--- config.mk ---
export PLATFORM = sky130hd
export DESIGN_NAME = time_proportioning_relay_flat
export DESIGN_NICKNAME = d
export VERILOG_FILES = /design/src/rtl/core/trp_pkg.sv /design/src/rtl/core/trp_in_if.sv /design/src/rtl/core/trp_out_if.sv /design/src/rtl/core/trp_cfg_regs.sv /design/src/rtl/core/trp_in_stage.sv /design/src/rtl/core/trp_engine.sv /design/src/rtl/core/time_proportioning_relay.sv /design/src/flat_wrapper.sv
export SDC_FILE = /design/constraint.sdc
export NUM_CORES = 1
export LEC_CHECK = 0
export BUFFER_PORTS_ARGS = -buffer_cell sky130_fd_sc_hd__buf_2
export CAP_MARGIN = 20
export CORE_MARGIN = 3
export CORE_UTILIZATION = 35
export DETAILED_ROUTE_END_ITERATION = 7
export SLEW_MARGIN = 20
export SYNTH_ARGS = -nofsm -noshare
export SYNTH_HDL_FRONTEND = slang
export SYNTH_SLANG_ARGS = --single-unit
--- constraint.sdc ---
create_clock -name clk -period 15.7 [get_ports clk]
set_clock_uncertainty 0.2 [all_clocks]
set_input_delay 3.925 -clock clk [delete_from_list [all_inputs] [get_ports clk]]
set_output_delay 3.925 -clock clk [all_outputs]
set_load 0.01 [all_outputs]
--- src/rtl/core/trp_pkg.sv ---
package trp_pkg;

  localparam int TIME_BITS   = 32;
  localparam int WINDOW_BITS = 20;
  localparam int REG_BITS    = 20;
  localparam int LEVEL_BITS  = 16;
  localparam int DUTY_BITS   = 14;
  localparam int CMD_BITS    = 2;
  localparam int CFG_IDX_BITS = 2;
  // room for (window_count + 1) * full scale and duty * window
  localparam int PROD_BITS   = WINDOW_BITS + 1 + DUTY_BITS;

  localparam logic [DUTY_BITS-1:0]   FULL_SCALE   = 14'd10000;
  localparam logic [REG_BITS-1:0]    WINDOW_RESET = 20'd10000;

  typedef enum logic [CMD_BITS-1:0] {
    CMD_TICK      = 2'd0,
    CMD_SET_LEVEL = 2'd1,
    CMD_FORCE_OFF = 2'd2
  } cmd_t;

  typedef enum logic [CFG_IDX_BITS-1:0] {
    REG_WINDOW  = 2'd0,
    REG_MIN_ON  = 2'd1,
    REG_MIN_OFF = 2'd2
  } cfg_reg_t;

  typedef struct packed {
    logic [CMD_BITS-1:0]          cmd;
    logic signed [LEVEL_BITS-1:0] level;
  } item_t;

  typedef struct packed {
    logic [REG_BITS-1:0] window;
    logic [REG_BITS-1:0] min_on;
    logic [REG_BITS-1:0] min_off;
  } cfg_t;

  typedef struct packed {
    logic  valid;
    item_t item;
  } stage_t;

endpackage

--- src/rtl/core/trp_in_if.sv ---
interface trp_in_if;
  logic                                     valid;
  logic                                     ready;
  logic [trp_pkg::CMD_BITS-1:0]             cmd;
  logic signed [trp_pkg::LEVEL_BITS-1:0]    level;

  modport source (output valid, output cmd, output level, input ready);
  modport sink   (input valid, input cmd, input level, output ready);
endinterface

--- src/rtl/core/trp_out_if.sv ---
interface trp_out_if;
  logic valid;
  logic ready;
  logic relay_on;
  logic relay_changed;

  modport source (output valid, output relay_on, output relay_changed, input ready);
  modport sink   (input valid, input relay_on, input relay_changed, output ready);
endinterface

--- src/rtl/core/trp_cfg_regs.sv ---
module trp_cfg_regs (
  input  logic                              clk,
  input  logic                              rst_n,
  input  logic                              cfg_we,
  input  logic [trp_pkg::CFG_IDX_BITS-1:0]  cfg_index,
  input  logic [trp_pkg::REG_BITS-1:0]      cfg_wdata,
  output trp_pkg::cfg_t                     cfg
);

  trp_pkg::cfg_t cfg_r;
  trp_pkg::cfg_t cfg_nxt;

  always_comb begin
    cfg_nxt = cfg_r;
    if (cfg_we) begin
      case (cfg_index)
        trp_pkg::REG_WINDOW:  cfg_nxt.window  = cfg_wdata;
        trp_pkg::REG_MIN_ON:  cfg_nxt.min_on  = cfg_wdata;
        trp_pkg::REG_MIN_OFF: cfg_nxt.min_off = cfg_wdata;
        default:              cfg_nxt = cfg_r;
      endcase
    end
  end

  always_ff @(posedge clk) begin
    if (!rst_n) begin
      cfg_r.window  <= trp_pkg::WINDOW_RESET;
      cfg_r.min_on  <= '0;
      cfg_r.min_off <= '0;
    end else begin
      cfg_r <= cfg_nxt;
    end
  end

  assign cfg = cfg_r;

endmodule

--- src/rtl/core/trp_in_stage.sv ---
module trp_in_stage (
  input  logic           clk,
  input  logic           rst_n,
  trp_in_if.sink         in_ch,
  input  logic           take,
  output trp_pkg::stage_t stage
);

  logic           valid_r;
  logic           valid_nxt;
  trp_pkg::item_t item_r;
  logic           accept;

  assign in_ch.ready = !valid_r || take;
  assign accept      = in_ch.valid && in_ch.ready;

  always_comb begin
    valid_nxt = valid_r;
    if (accept) begin
      valid_nxt = 1'b1;
    end else if (take) begin
      valid_nxt = 1'b0;
    end
  end

  always_ff @(posedge clk) begin
    if (!rst_n) begin
      valid_r <= 1'b0;
    end else begin
      valid_r <= valid_nxt;
    end
  end

  always_ff @(posedge clk) begin
    if (accept) begin
      item_r.cmd   <= in_ch.cmd;
      item_r.level <= in_ch.level;
    end
  end

  assign stage.valid = valid_r;
  assign stage.item  = item_r;

endmodule

--- src/rtl/core/trp_engine.sv ---
module trp_engine (
  input  logic            clk,
  input  logic            rst_n,
  input  trp_pkg::cfg_t   cfg,
  input  trp_pkg::stage_t stage,
  output logic            take,
  trp_out_if.source       out_ch
);

  logic [trp_pkg::WINDOW_BITS-1:0] wc_r, wc_nxt;
  logic [trp_pkg::DUTY_BITS-1:0]   duty_r, duty_nxt;
  logic                            relay_r, relay_nxt;
  logic [trp_pkg::TIME_BITS-1:0]   tick_r, tick_nxt;
  logic [trp_pkg::TIME_BITS-1:0]   last_r, last_nxt;
  logic                            out_v_r, out_v_nxt;
  logic                            out_on_r;
  logic                            out_chg_r;
  logic                            changed;

  logic [trp_pkg::WINDOW_BITS-1:0] win_eff;
  logic [trp_pkg::WINDOW_BITS-1:0] wc_inc;
  logic [trp_pkg::WINDOW_BITS-1:0] wc_tick;
  logic [trp_pkg::WINDOW_BITS:0]   wc_plus1;
  logic [trp_pkg::PROD_BITS-1:0]   scaled_pos;
  logic [trp_pkg::PROD_BITS-1:0]   on_prod;
  logic                            want;
  logic [trp_pkg::TIME_BITS-1:0]   tick_inc;
  logic [trp_pkg::TIME_BITS-1:0]   since;
  logic [trp_pkg::REG_BITS-1:0]    guard;
  logic                            guard_done;
  logic [trp_pkg::DUTY_BITS-1:0]   level_clamped;

  assign take = stage.valid && (!out_v_r || out_ch.ready);

  // window counter and on-time test, without a divider
  assign win_eff  = (cfg.window[trp_pkg::WINDOW_BITS-1:0] == '0)
                    ? trp_pkg::WINDOW_BITS'(trp_pkg::FULL_SCALE)
                    : cfg.window[trp_pkg::WINDOW_BITS-1:0];
  assign wc_inc   = wc_r + 1'b1;
  assign wc_tick  = (wc_inc >= win_eff) ? '0 : wc_inc;
  assign wc_plus1 = {1'b0, wc_tick} + 1'b1;
  assign scaled_pos = trp_pkg::PROD_BITS'(wc_plus1)
                      * trp_pkg::PROD_BITS'(trp_pkg::FULL_SCALE);
  assign on_prod    = trp_pkg::PROD_BITS'(duty_r) * trp_pkg::PROD_BITS'(win_eff);
  assign want       = scaled_pos <= on_prod;

  // guard time since last switch, modulo the tick counter width
  assign tick_inc   = tick_r + 1'b1;
  assign since      = tick_inc - last_r;
  assign guard      = relay_r ? cfg.min_on : cfg.min_off;
  assign guard_done = since >= trp_pkg::TIME_BITS'(guard);

  always_comb begin
    if (stage.item.level[trp_pkg::LEVEL_BITS-1]) begin
      level_clamped = '0;
    end else if (stage.item.level[trp_pkg::LEVEL_BITS-2:0]
                 > (trp_pkg::LEVEL_BITS-1)'(trp_pkg::FULL_SCALE)) begin
      level_clamped = trp_pkg::FULL_SCALE;
    end else begin
      level_clamped = stage.item.level[trp_pkg::DUTY_BITS-1:0];
    end
  end

  always_comb begin
    wc_nxt    = wc_r;
    duty_nxt  = duty_r;
    relay_nxt = relay_r;
    tick_nxt  = tick_r;
    last_nxt  = last_r;
    changed   = 1'b0;
    if (take) begin
      case (stage.item.cmd)
        trp_pkg::CMD_TICK: begin
          tick_nxt = tick_inc;
          wc_nxt   = wc_tick;
          if ((want != relay_r) && guard_done) begin
            relay_nxt = want;
            last_nxt  = tick_inc;
            changed   = 1'b1;
          end
        end
        trp_pkg::CMD_SET_LEVEL: begin
          duty_nxt = level_clamped;
        end
        trp_pkg::CMD_FORCE_OFF: begin
          changed   = relay_r;
          duty_nxt  = '0;
          relay_nxt = 1'b0;
          last_nxt  = tick_r;
        end
        default: begin
          changed = 1'b0;
        end
      endcase
    end
  end

  always_comb begin
    out_v_nxt = out_v_r;
    if (take) begin
      out_v_nxt = 1'b1;
    end else if (out_ch.ready) begin
      out_v_nxt = 1'b0;
    end
  end

  always_ff @(posedge clk) begin
    if (!rst_n) begin
      wc_r    <= '0;
      duty_r  <= '0;
      relay_r <= 1'b0;
      tick_r  <= '0;
      last_r  <= '0;
      out_v_r <= 1'b0;
    end else begin
      wc_r    <= wc_nxt;
      duty_r  <= duty_nxt;
      relay_r <= relay_nxt;
      tick_r  <= tick_nxt;
      last_r  <= last_nxt;
      out_v_r <= out_v_nxt;
    end
  end

  always_ff @(posedge clk) begin
    if (take) begin
      out_on_r  <= relay_nxt;
      out_chg_r <= changed;
    end
  end

  assign out_ch.valid         = out_v_r;
  assign out_ch.relay_on      = out_on_r;
  assign out_ch.relay_changed = out_chg_r;

endmodule

--- src/rtl/core/time_proportioning_relay.sv ---
// Slow PWM relay driver with minimum on and off times. Each item is a command
// (one 1 ms tick, set duty level, force off) and gives exactly one result: the
// relay state after the item and whether the item switched it. Items pass an
// input register, then combinational logic (window counter, one 14 x 20 bit
// product against the scaled window position, guard time compare) into the
// result register: one item per cycle while the output is not stalled, and a new
// item is taken while a finished result still waits to be taken.
// Configuration writes take effect at the next clock and belong in idle time.
// All state is ready straight out of reset.
module time_proportioning_relay (
  input  logic                              clk,
  input  logic                              rst_n,
  trp_in_if.sink                            in_ch,
  trp_out_if.source                         out_ch,
  input  logic                              cfg_we,
  input  logic [trp_pkg::CFG_IDX_BITS-1:0]  cfg_index,
  input  logic [trp_pkg::REG_BITS-1:0]      cfg_wdata
);

  trp_pkg::cfg_t   cfg;
  trp_pkg::stage_t stage;
  logic            take;

  trp_cfg_regs u_cfg (
    .clk       (clk),
    .rst_n     (rst_n),
    .cfg_we    (cfg_we),
    .cfg_index (cfg_index),
    .cfg_wdata (cfg_wdata),
    .cfg       (cfg)
  );

  trp_in_stage u_in (
    .clk   (clk),
    .rst_n (rst_n),
    .in_ch (in_ch),
    .take  (take),
    .stage (stage)
  );

  trp_engine u_engine (
    .clk    (clk),
    .rst_n  (rst_n),
    .cfg    (cfg),
    .stage  (stage),
    .take   (take),
    .out_ch (out_ch)
  );

endmodule

--- src/flat_wrapper.sv ---
// flat-port wrapper written by rule: the top's interface ports become plain ports
module time_proportioning_relay_flat 
  (clk, rst_n, cfg_we, cfg_index, cfg_wdata, in_ch_valid, in_ch_cmd, in_ch_level, in_ch_ready, out_ch_valid, out_ch_relay_on, out_ch_relay_changed, out_ch_ready);
  trp_in_if in_ch_i ();
  trp_out_if out_ch_i ();
  input  logic clk;
  input  logic rst_n;
  input  logic cfg_we;
  input  logic [trp_pkg::CFG_IDX_BITS-1:0] cfg_index;
  input  logic [trp_pkg::REG_BITS-1:0] cfg_wdata;
  input wire logic [$bits(in_ch_i.valid)-1:0] in_ch_valid;
  input wire logic [$bits(in_ch_i.cmd)-1:0] in_ch_cmd;
  input wire logic [$bits(in_ch_i.level)-1:0] in_ch_level;
  output wire logic [$bits(in_ch_i.ready)-1:0] in_ch_ready;
  output wire logic [$bits(out_ch_i.valid)-1:0] out_ch_valid;
  output wire logic [$bits(out_ch_i.relay_on)-1:0] out_ch_relay_on;
  output wire logic [$bits(out_ch_i.relay_changed)-1:0] out_ch_relay_changed;
  input wire logic [$bits(out_ch_i.ready)-1:0] out_ch_ready;
  assign in_ch_i.valid = in_ch_valid;
  assign in_ch_i.cmd = in_ch_cmd;
  assign in_ch_i.level = in_ch_level;
  assign in_ch_ready = in_ch_i.ready;
  assign out_ch_valid = out_ch_i.valid;
  assign out_ch_relay_on = out_ch_i.relay_on;
  assign out_ch_relay_changed = out_ch_i.relay_changed;
  assign out_ch_i.ready = out_ch_ready;
  time_proportioning_relay u_core (.clk(clk), .rst_n(rst_n), .in_ch(in_ch_i), .out_ch(out_ch_i), .cfg_we(cfg_we), .cfg_index(cfg_index), .cfg_wdata(cfg_wdata));
endmodule
== After elaboration in Yosys (flattened, before gate mapping) ==
Index checks and enable logic that the tools add are counted.

* Bitwise operators: 0
* Divide/modulo/power cells: 0
* Add/subtract/negate cells: 4
* $lt $le $gt $ge: 4
* Multiplexer cells: 17
* Shift-type cells: 0
* Equal/unequal tests: 6
* Reductions and logical operators: 20
* Multipliers: 2

{| class="wikitable"
|+ Operators with widths
! kind !! count
|-
| $pmux W32 S2 || 1
|-
| $mux W20 || 3
|-
| $le A35 B34 Y1 || 1
|-
| $mul A14 B20 Y34 || 1
|-
| $add A32 B1 Y32 const B || 1
|-
| $ge A32 B20 Y1 || 1
|-
| $mux W32 || 1
|-
| $sub A32 B32 Y32 || 1
|-
| $mul A21 B10 Y31 const B || 1
|-
| $mux W14 || 2
|-
| $pmux W14 S2 || 1
|-
| $add A20 B1 Y21 const B || 1
|-
| $add A20 B1 Y20 const B || 1
|-
| $ge A20 B20 Y1 || 1
|-
| $logic_not A20 Y1 || 1
|-
| $gt A15 B14 Y1 const B || 1
|-
| $reduce_and A2 Y1 || 5
|-
| $reduce_bool A2 Y1 || 4
|-
| $mux W1 || 7
|-
| $eq A2 B1 Y1 const B || 2
|-
| $eq A2 B2 Y1 const B || 2
|-
| $logic_not A2 Y1 || 2
|-
| $pmux W1 S2 || 2
|-
| $logic_and A1 B1 Y1 || 3
|-
| 5 further kinds || 7
|}

* Bits in read-only memories: 0
* Logic and storage cells: 67
* Bits in latches: 0
* Flip-flop bits (word level): 181
* Bits in writable memories: 0
* Output and inout bits: 4
* Input bits: 45
* Memories kept: 0

== Longest topological paths before layout ==
Gate-level depths: netlist of the first run.

* Word-level depth: 12
* Gate-level depth with buffers: 58

== Cells and area by module ==
Synthesis of the first run repeated with hierarchy kept, for this count alone.

* Cell total of the unflattened synthesis: 2949
* Area, all modules: 25135.4 µm²

{| class="wikitable"
|+ By module, submodules not included
! module !! area each (µm²) !! seq. area each (µm²) !! cells each !! instances
|-
| trp_engine || 22260.1 || 2062.0 || 2702 || 1
|-
| trp_cfg_regs || 2269.7 || 1201.2 || 223 || 1
|-
| trp_in_stage || 605.6 || 560.5 || 24 || 1
|}

== Worst setup path before layout of the first run ==
No wires, ideal clock.

* Kind: register -> register
* Start point: register u_core.u_engine.wc_r[2] (netlist bit)
* End point: register u_core.u_engine.last_r[10] (netlist bit)
* Period minus slack after synthesis: 10.916 ns
* Stages on the path, launching flop included: 54
* Setup time: 0.122 ns
* Path slack: 4.784 ns
* Arrival time: 10.594 ns
* Required time: 15.378 ns
* Path buffers: 5
* Cell sequence: dfxtp_1 -> and3_1 -> nand3_1 -> nor2_1 -> and3_1 -> clkbuf_1 -> and4_1 -> nand2_1 -> xor2_1 -> inv_1 -> ha_1 -> a21oi_1 -> nor2b_1 -> o21ai_0 -> o211ai_1 -> a41oi_1 -> clkbuf_1 -> nand2b_1 -> (+18 left out) -> nor3b_1 -> nand3_1 -> o311ai_0 -> a21oi_1 -> a311o_1 -> ha_1 -> a2111oi_0 -> o21ai_0 -> a21oi_1 -> o21ai_0 -> a31oi_1 -> nor2_1 -> nor2_1 -> xnor2_1 -> o31a_1 -> buf_4 -> buf_6 -> mux2i_1

* Longest elaborated chain between the ends: 10

{| class="wikitable"
|+ Ends and longest elaborated chain
! item !! line !! text
|-
| start, declared || trp_engine.sv:10 || <nowiki>logic [trp_pkg::WINDOW_BITS-1:0] wc_r, wc_nxt;</nowiki>
|-
| start signal, assigned || trp_engine.sv:116 || <nowiki>wc_r <= wc_nxt;</nowiki>
|-
| $add A20 B1 Y20 || trp_engine.sv:39 || <nowiki>assign wc_inc = wc_r + 1'b1;</nowiki>
|-
| $ge A20 B20 Y1 || trp_engine.sv:40 || <nowiki>assign wc_tick = (wc_inc >= win_eff) ? '0 : wc_inc;</nowiki>
|-
| $mux W20 || trp_engine.sv:40 ||
|-
| named net u_core.u_engine.wc_tick (one bit) || trp_engine.sv:22 || <nowiki>logic [trp_pkg::WINDOW_BITS-1:0] wc_tick;</nowiki>
|-
| $add A20 B1 Y21 || trp_engine.sv:41 || <nowiki>assign wc_plus1 = {1'b0, wc_tick} + 1'b1;</nowiki>
|-
| $mul A21 B10 Y31 || trp_engine.sv:43 || <nowiki>* trp_pkg::PROD_BITS'(trp_pkg::FULL_SCALE);</nowiki>
|-
| $le A35 B34 Y1 || trp_engine.sv:45 || <nowiki>assign want = scaled_pos <= on_prod;</nowiki>
|-
| $ne A1 B1 Y1 || trp_engine.sv:76 || <nowiki>if ((want != relay_r) && guard_done) begin</nowiki>
|-
| $logic_and A1 B1 Y1 || trp_engine.sv:76 ||
|-
| $ne A2 B2 Y1 (no source line) || -- ||
|-
| $reduce_and A3 Y1 (no source line) || -- ||
|-
| end signal, assigned || trp_engine.sv:120 || <nowiki>last_r <= last_nxt;</nowiki>
|-
| end, declared || trp_engine.sv:14 || <nowiki>logic [trp_pkg::TIME_BITS-1:0] last_r, last_nxt;</nowiki>
|}

The timed path passes the listed nets, and every way through them passes these cells.
A chain may end at the register's enable or synchronous reset.

== Worst setup path in the final report of the first run ==
* Start point: register u_core.u_engine.wc_r[2] (netlist bit)
* End point: register u_core.u_engine.last_r[21] (netlist bit)

Same word-level chain as after synthesis.

==> results of run 1 <==
cell usage in the layout, fill, tap and decap left out, types with 70 or more instances in the layout:
cell and instances:
inv_1 395, and2_1 159, ha_1 290, xor2_1 70, a21oi_1 98, a21boi_0 94, o21ai_0 89, xnor2_1 117
fa_1 261, dfxtp_1 161, nor2_1 126, nand2_1 458
worst min-delay path: cells and delay by family (launching register included):
family / cells / cell delay (ns)
simple gates: 1 / 0.05
flops: 1 / 0.31
mux: 1 / 0.05
logic make-up after synthesis:
logic type / share of synthesized area [%]
AOI/OAI and AO/OA: 11.7
xor gates and xnor gates: 6.62
adders and majority gates: 35.8
buffers and inverters: 8.34
DFF: 15.4
muxes: 2.40
and+or+nand+nor: 19.8
layout make-up:
class	instances	share of cell area (%)
Tap cell	931	4.42
Clock buffer	17	1.61
Sequential cell	181	14.5
Timing Repair Buffer	73	1.63
Multi-Input combinational cell	2248	71.6
Inverter	395	5.62
Clock inverter	15	0.636
state kept, by name (all words and copies together) (netlist names), 14 cells and up:
register and flops:
u_core.u_cfg.cfg 60, u_core.u_engine.last_r 32, u_core.u_engine.tick_r 32, u_core.u_engine.wc_r 20, u_core.u_in.stage 18, u_core.u_engine.duty_r 14
how the worst max path moves through the flow:
| stage | start | to |
|---|---|---|
| floorplan | u_core.u_engine.wc_r[2] | u_core.u_engine.last_r[10] |
| global placement | u_core.u_engine.wc_r[2] | u_core.u_engine.last_r[30] |
| detailed placement | u_core.u_engine.wc_r[2] | u_core.u_engine.last_r[21] |
| CTS | u_core.u_engine.wc_r[2] | u_core.u_engine.last_r[21] |
| global route | u_core.u_engine.wc_r[2] | u_core.u_engine.last_r[25] |
| finish | u_core.u_engine.wc_r[2] | u_core.u_engine.last_r[21] |
power by group through the flow:
stage	Combinational (W)	Sequential [W]	Clock, W
2_1_floorplan	0.000108	0.000493	0
3_3_place_gp	0.000159	0.000497	0
3_5_place_dp	0.000160	0.000497	0
4_1_cts	0.000161	0.000487	0.000469
5_1_grt	0.000179	0.000488	0.000485
6_report	0.000159	0.000487	0.000454
metrics by stage:
| stage | hold slack, ns | power [W] |
|---|---|---|
| finish | 0.260 | 0.00110 |
| global route | 0.284 | 0.00115 |
| CTS | 0.263 | 0.00112 |
| detailed placement | 0.251 | 0.000657 |
| global placement | 0.245 | 0.000656 |
| floorplan | 0.238 | 0.000601 |
routing by layer:
layer	vias up	routed length, µm
li1	9523	-
met3	58	2620
met5	-	0
met2	314	27400
met1	9308	29600
met4	0	996
==> results.json, run 1 <==
{
  "slowest_delay_ns": 0.56,
  "synth-edff-count": 20,
  "die_y_um": 272,
  "synthArstFlopShare_pct": 0,
  "synthCells": 2959,
  "portBuffers": 48,
  "die_w_um": 272,
  "p_leak_nw": 12.9,
  "grt_remaining_overflow": 0,
  "cts_root_buffer": "clkbuf_16",
  "fin_cells": 3860,
  "hold_viol": 0,
  "numCtsBuffers": 17,
  "crit_arrival_ns": 12.56,
  "grtUsageTotal_pct": 16.8,
  "grt_use_met3_pct": 2.75,
  "insertion_delay_ns": 0.49,
  "yosysTopAreaCell": "fa_1",
  "fin_crit_ns": 12.36,
  "combPwrFrac_pct": 14.4,
  "cts_tree": "done",
  "nFillCells": 7135,
  "seqPwrFrac_pct": 44.3,
  "relSlewSlack_pct": 31.1,
  "pre_cts_slack_ns": 3.44,
  "postLayoutCoreUtil_pct": 38.1,
  "drc_errors": 0,
  "crit_cells": 49,
  "seq_area_frac_synth_pct": 15.4,
  "clk_pin_slew_worst_paths_ns": 0.09,
  "synth_area_um2": 24800,
  "start_kind": "flip-flop",
  "ys_ff_latch": 181,
  "worstSetupEndpointType": "flip-flop",
  "rsz0062_at_grt": "false",
  "nNetsFinal": 3512,
  "fmax_mhz": 80.9,
  "yosysMostFrequentCell": "nand2_1",
  "timing.final.ws_setup_ns": 3.34,
  "globalplace.congestion": 0.850,
  "critPathKind": "reg2reg",
  "drv_slew": 0,
  "setup_viol": 0,
  "viasPerCell": 4.97,
  "placed_area_um2": 25800,
  "clock_sinks": 181,
  "swShare_pct": 31.5,
  "synth_cell_types": 74,
  "crit_buf_inv": 5,
  "cts_resized": 0,
  "path_delay_family": "simple AND/OR/NAND/NOR gates",
  "yosys_warnings": 0,
  "dieArea_um2": 74000,
  "routed_wl_um": 60600,
  "drtPass1Iterations": 5,
  "dr.first_iter.drc_count": 1080,
  "ios": 49,
  "drive_gt1_share_pct": 4.78,
  "worstMarginPinSlew_ns": 1.02,
  "cap_violations": 0,
  "fin_area_um2": 26400,
  "core_area_um2": 69300,
  "min_from": "u_core.u_engine.last_r[9]",
  "num_rows": 96,
  "crit_required_ns": 15.90,
  "crit_slowest_cell": "o311ai_0",
  "p_per_area_nw_per_um2": 41.7,
  "worst_hold_path_type": "reg2reg",
  "avgRoutedWirePerCell_um": 15.7,
  "hold_path_end": "u_core.u_engine.last_r[9]",
  "synth_area_leaders": "fa_1 (21%), ha_1 (15%), dfxtp_1 (13%)",
  "holdPathStages": 2,
  "ys.flop_type": "dfxtp_1",
  "postCtsHoldBufs": 0,
  "antenna_cells": 0,
  "multi_input_comb_area_um2": 18900,
  "placedCellCount": 3828,
  "period_share_pct": 78.7,
  "start_util_pct": 35.7,
  "cts_buffer_depth": 2,
  "grt_pass1_wl_um": 101000,
  "antenna_left": 0,
  "power_frac_clock_pct": 41.3,
  "vias": 19203,
  "ir_drop_uv": 89.3,
  "syn-num-nets": 3555,
  "cts_setup_buffers": 0,
  "use_met2_pct": 27.3,
  "r2r_slack_ns": 3.34,
  "status": "finished, final reports clean",
  "antenna_found_initial": 0,
  "synth_top_cell_area_share_pct": 21.1,
  "h-tree-depth": 4,
  "worstReg2RegEnd": "u_core.u_engine.last_r[21]",
  "grt_max_degree": 95,
  "grt_util_met1_pct": 23.5,
  "netlist_top_cells_count": "nand2_1 (459), inv_1 (395), ha_1 (290)",
  "power.internal_w": 0.000753,
  "gr-max-usage-layer": "met2",
  "fin_tns_setup_ns": 0,
  "hpwl_um": 47200,
  "seqCellArea_um2": 3820,
  "reg2reg_depth": 49,
  "syn2layout_area_growth_pct": 6.53,
  "grt_pass1_vias": 19254,
  "regToRegStartpoint": "u_core.u_engine.wc_r[2]",
  "p_sw_w": 0.000346,
  "syn_area_per_cell_um2": 8.37,
  "critPathMaxFanout": 32
}
Power figures use the tool's default switching activity.
==> run 2, diff against run 1 <==
Clock period 15.7 ns to 11.2 ns, I/O delays scaled along.
==> run 2 against run 1 <==
  * First-iteration DRC count shrank 0.56%
  * Sequential power is 40% higher
  * Largest cell class unchanged
  * Clock power up 44%
==> results.json, run 2 (synthesized netlist as in run 1, its figures left out) <==
{
  "insertion_delay_ns": 0.50,
  "min_from": "u_core.u_engine.last_r[8]",
  "routed_wl_um": 62700,
  "start_util_pct": 35.7,
  "cts_buffer_depth": 2,
  "globalplace.congestion": 0.856,
  "nNetsFinal": 3547,
  "cts_tree": "done",
  "num_rows": 96,
  "clk_pin_slew_worst_paths_ns": 0.08,
  "ir_drop_uv": 137,
  "reg2reg_depth": 50,
  "start_kind": "flip-flop",
  "postLayoutCoreUtil_pct": 38.7,
  "crit_slowest_cell": "fa_1",
  "drtPass1Iterations": 5,
  "drc_errors": 0,
  "crit_required_ns": 11.42,
  "cap_violations": 0,
  "ios": 49,
  "worstReg2RegEnd": "u_core.u_engine.last_r[1]",
  "regToRegStartpoint": "u_core.u_engine.wc_r[1]",
  "antenna_left": 0,
  "relSlewSlack_pct": 27.4,
  "drv_slew": 0,
  "vias": 19456,
  "pre_cts_slack_ns": -0.164,
  "dieArea_um2": 74000,
  "die_w_um": 272,
  "total_power_w": 0.00157,
  "worst_hold_path_type": "reg2reg",
  "fin_tns_setup_ns": 0,
  "worstSetupEndpointType": "flip-flop",
  "r2r_slack_ns": 0.59,
  "crit_top_cell": "ha_1",
  "cts_root_buffer": "clkbuf_16",
  "clock_sinks": 181,
  "status": "finished, final reports clean",
  "layout_common_cells": "nand2_1 (455), inv_1 (394), ha_1 (290)",
  "die_y_um": 272,
  "viasPerCell": 5.00,
  "fin_cells": 3895,
  "portBuffers": 48,
  "largest_register_ffs": 60,
  "dr.first_iter.drc_count": 1074,
  "worstMarginPinSlew_ns": 1.08,
  "critPathKind": "reg2reg",
  "p_leak_nw": 13.1,
  "slowest_delay_ns": 0.50,
  "fin_crit_ns": 10.61,
  "critPathMaxFanout": 8,
  "grt_pass1_vias": 19292,
  "numCtsBuffers": 17,
  "final_common_cell": "nand2_1",
  "antenna_found_initial": 1,
  "postCtsHoldBufs": 0,
  "syn2layout_area_growth_pct": 8.43,
  "holdPathStages": 2,
  "timing.final.ws_setup_ns": 0.587,
  "period_share_pct": 94.8,
  "crit_arrival_ns": 10.84,
  "setup_viol": 0,
  "placedCellCount": 3859,
  "drive_gt1_share_pct": 6.85,
  "grt_pass1_wl_um": 103000,
  "hpwl_um": 48600,
  "hold_viol": 0,
  "hold_path_end": "u_core.u_engine.last_r[8]",
  "h-tree-depth": 4,
  "grt_max_degree": 86,
  "avgRoutedWirePerCell_um": 16.1,
  "fmax_mhz": 94.2,
  "antenna_cells": 0,
  "core_area_um2": 69300,
  "p_per_area_nw_per_um2": 58.6,
  "grtUsageTotal_pct": 17.2,
  "grt_remaining_overflow": 0,
  "nFillCells": 7127
}
run 2: power breakdown:
part           leakage, nW  switching, W  internal, W
Sequential            1.50     0.0000123     0.000669
Clock                0.307      0.000344     0.000312
Combinational         11.3      0.000148    0.0000876
Total                 13.1      0.000505      0.00107
run 2: per-stage QoR:
| stage | hold slack [ns] | cell area, µm² |
|---|---|---|
| 3_3_place_gp | 0.246 | 26000 |
| 4_1_cts | 0.263 | 26700 |
| 2_1_floorplan | 0.238 | 24800 |
| 6_report | 0.260 | 26800 |
| 3_5_place_dp | 0.252 | 26000 |
| 5_1_grt | 0.283 | 26800 |
run 2: area by class of cell:
| type | count | area, µm² | area share [%] |
|---|---|---|---|
| Tap cell | 931 | 1160 | 4.34 |
| Inverter | 395 | 1480 | 5.52 |
| Clock inverter | 15 | 210 | 0.783 |
| Clock buffer | 17 | 425 | 1.58 |
| Timing Repair Buffer | 108 | 744 | 2.77 |
| Multi-Input combinational cell | 2248 | 19000 | 70.7 |
| Sequential cell | 181 | 3830 | 14.3 |
run 2: worst max-delay path by stage:
| stage | startpoint | to | slack (ns) | cells past startpoint |
|---|---|---|---|---|
| 2_1_floorplan | u_core.u_engine.wc_r[2] | u_core.u_engine.last_r[10] | 0.28 | 53 |
| 5_1_grt | u_core.u_engine.wc_r[1] | u_core.u_engine.last_r[17] | -0.01 | 53 |
| 3_3_place_gp | u_core.u_engine.wc_r[3] | u_core.u_engine.last_r[27] | 0.01 | 49 |
| 6_report | u_core.u_engine.wc_r[1] | u_core.u_engine.last_r[1] | 0.59 | 50 |
| 4_1_cts | u_core.u_engine.wc_r[3] | u_core.u_engine.last_r[29] | 0.09 | 52 |
| 3_5_place_dp | u_core.u_engine.wc_r[3] | u_core.u_engine.last_r[27] | -0.16 | 49 |
run 2: what timing repair did:
action	CTS	global route
cloned	0	3
setup buffers	0	1
pin swaps	0	4
gates resized for setup	3	33
setup endpoints to repair	32	35
run 2: layer usage:
layer / track usage, % / up-vias / part of all wire [%]
li1: - / 9596 / -
met1: 24.0 / 9455 / 48
met2: 28.2 / 344 / 45
met3: 2.54 / 59 / 3.9
met4: 4.07 / 2 / 2.3
met5: 0 / - / 0.021
run 2: worst max-delay path, delay by kind of cell (launching register included):
family / cells / cell delay [ns]
fa+ha+maj: 10 / 3.36
compound gates: 15 / 2.85
simple gates: 16 / 2.60
buf+inv: 5 / 0.49
xor+xnor: 3 / 0.46
flops: 1 / 0.39
mux: 1 / 0.19
==> run 3, diff against run 2 <==
Settings changed: RECOVER_POWER from default to 50.
==> run 3 against run 2 <==
  * The run now ends with max-capacitance violations, max-slew violations left
  * Global-route usage unchanged
  * Combinational power about the same
  * Routed wire length about the same
  * Maximum frequency up 0.22%
  * Via count up 0.11%
  * Setup slack better by 0.023 ns
  * Count of clock-buffer cells in the layout unchanged
  * Die area unchanged
  * Critical endpoint unchanged
==> results.json, run 3 (synthesized netlist as in run 1, its figures left out) <==
{
  "largest_register_ffs": 60,
  "dr.first_iter.drc_count": 1090,
  "worstMarginPinSlew_ns": 2.92,
  "grt_max_degree": 86,
  "core_area_um2": 69300,
  "h-tree-depth": 4,
  "critPathLaunch": "u_core.u_engine.wc_r[1]",
  "drtPass1Iterations": 5,
  "start_util_pct": 35.7,
  "cts_root_buffer": "clkbuf_16",
  "vias": 19477,
  "drive_gt1_share_pct": 6.65,
  "dieArea_um2": 74000,
  "globalplace.congestion": 0.856,
  "antenna_left": 0,
  "setup_viol": 0,
  "fmax_mhz": 94.4,
  "hold_viol": 0,
  "failed_checks": "max-capacitance violations, max-slew violations",
  "num_rows": 96,
  "placed_area_um2": 26000,
  "worstSetupEndpointType": "flip-flop",
  "postLayoutCoreUtil_pct": 38.7,
  "insertion_delay_ns": 0.50,
  "critPathMaxFanout": 8,
  "portBuffers": 48,
  "period_share_pct": 94.6,
  "cap_violations": 2,
  "grtUsageTotal_pct": 17.2,
  "nFillCells": 7129,
  "slowest_delay_ns": 0.50,
  "min_from": "u_core.u_engine.last_r[8]",
  "start_kind": "flip-flop",
  "grt_pass1_vias": 19292,
  "viasPerCell": 5.00,
  "crit_required_ns": 11.42,
  "antenna_cells": 0,
  "hpwl_um": 48600,
  "clock_sinks": 181,
  "avgRoutedWirePerCell_um": 16.1,
  "drc_errors": 0,
  "nNetsFinal": 3547,
  "status": "finished, violations left",
  "crit_top_cell": "ha_1",
  "routed_wl_um": 62800,
  "antenna_found_initial": 1,
  "p_per_area_nw_per_um2": 58.6,
  "regToRegStartpoint": "u_core.u_engine.wc_r[1]",
  "grt_pass1_wl_um": 103000,
  "final_common_cell": "nand2_1",
  "fin_area_um2": 26800,
  "cts_tree": "done",
  "crit_arrival_ns": 10.81,
  "relSlewSlack_pct": -94.8,
  "p_leak_nw": 13.1,
  "timing.final.ws_setup_ns": 0.610,
  "syn2layout_area_growth_pct": 8.38,
  "die_y_um": 272,
  "layout_common_cells": "nand2_1 (455), inv_1 (394), ha_1 (290)",
  "critPathKind": "reg2reg",
  "numCtsBuffers": 17,
  "grt_remaining_overflow": 0,
  "pre_cts_slack_ns": -0.164,
  "clk_pin_slew_worst_paths_ns": 0.08,
  "cts_buffer_depth": 2,
  "worst_hold_path_type": "reg2reg",
  "drv_slew": 65,
  "fin_crit_ns": 10.59,
  "crit_slowest_cell": "fa_1",
  "die_w_um": 272,
  "ios": 49,
  "ir_drop_uv": 137
}
## run 3: power breakdown
group	internal, W	switching, W
logic	0.0000873	0.000148
clock network	0.000312	0.000344
registers	0.000669	0.0000124
## run 3: worst paths after layout
path	end	slack, ns	depth (start not counted)
setup reg to reg	u_core.u_engine.last_r[1]	0.61	50
setup / recovery	u_core.u_engine.last_r[1]	0.61	50
hold / removal	u_core.u_engine.last_r[8]	0.26	2
hold reg to reg	u_core.u_engine.last_r[8]	0.26	2
## run 3: timing repair
| action | CTS | global route |
|---|---|---|
| pin swaps | 0 | 4 |
| endpoints found under the setup margin | 32 | 35 |
| setup buffers | 0 | 1 |
| hold buffers | 0 | 0 |
| gates cloned | 0 | 3 |
| resized for setup | 3 | 33 |
| endpoints found under the hold margin | 0 | 0 |
## run 3: worst max-delay path, delay by kind of cell (launching register included)
family / cells / cell delay, ns
mux: 1 / 0.20
fa+ha+maj: 10 / 3.37
simple gates: 16 / 2.60
xor+xnor: 3 / 0.44
buf+inv: 5 / 0.49
flops: 1 / 0.38
compound gates: 15 / 2.83
## run 3: cell type report
class	instances	area, µm²	area share [%]
Multi-Input combinational cell	2248	19000	70.8
Sequential cell	181	3830	14.3
Inverter	395	1480	5.53
Tap cell	931	1160	4.34
Timing Repair Buffer	108	732	2.73
Clock buffer	17	425	1.59
Clock inverter	15	210	0.783
## run 3: through the flow
stage               std cells  TNS (ns)  power (W)  hold WS, ns
floorplan                2959         0   0.000843        0.238
global placement         3859         0   0.000925        0.246
detailed placement       3859     -4.88   0.000926        0.252
CTS                      3891         0    0.00159        0.263
global route             3895   -0.0429    0.00165        0.283
finish                   3895         0    0.00157        0.260
## run 3: layer usage
metal  up-vias  share of wire, %  wire (µm)  GRT usage (%)
met2       342                45      28600           28.2
li1       9594                 -          -              -
met5         -             0.021         13              0
met3        57               3.9       2450           2.54
met1      9482                48      30400           24.0
met4         2               2.2       1400           4.07
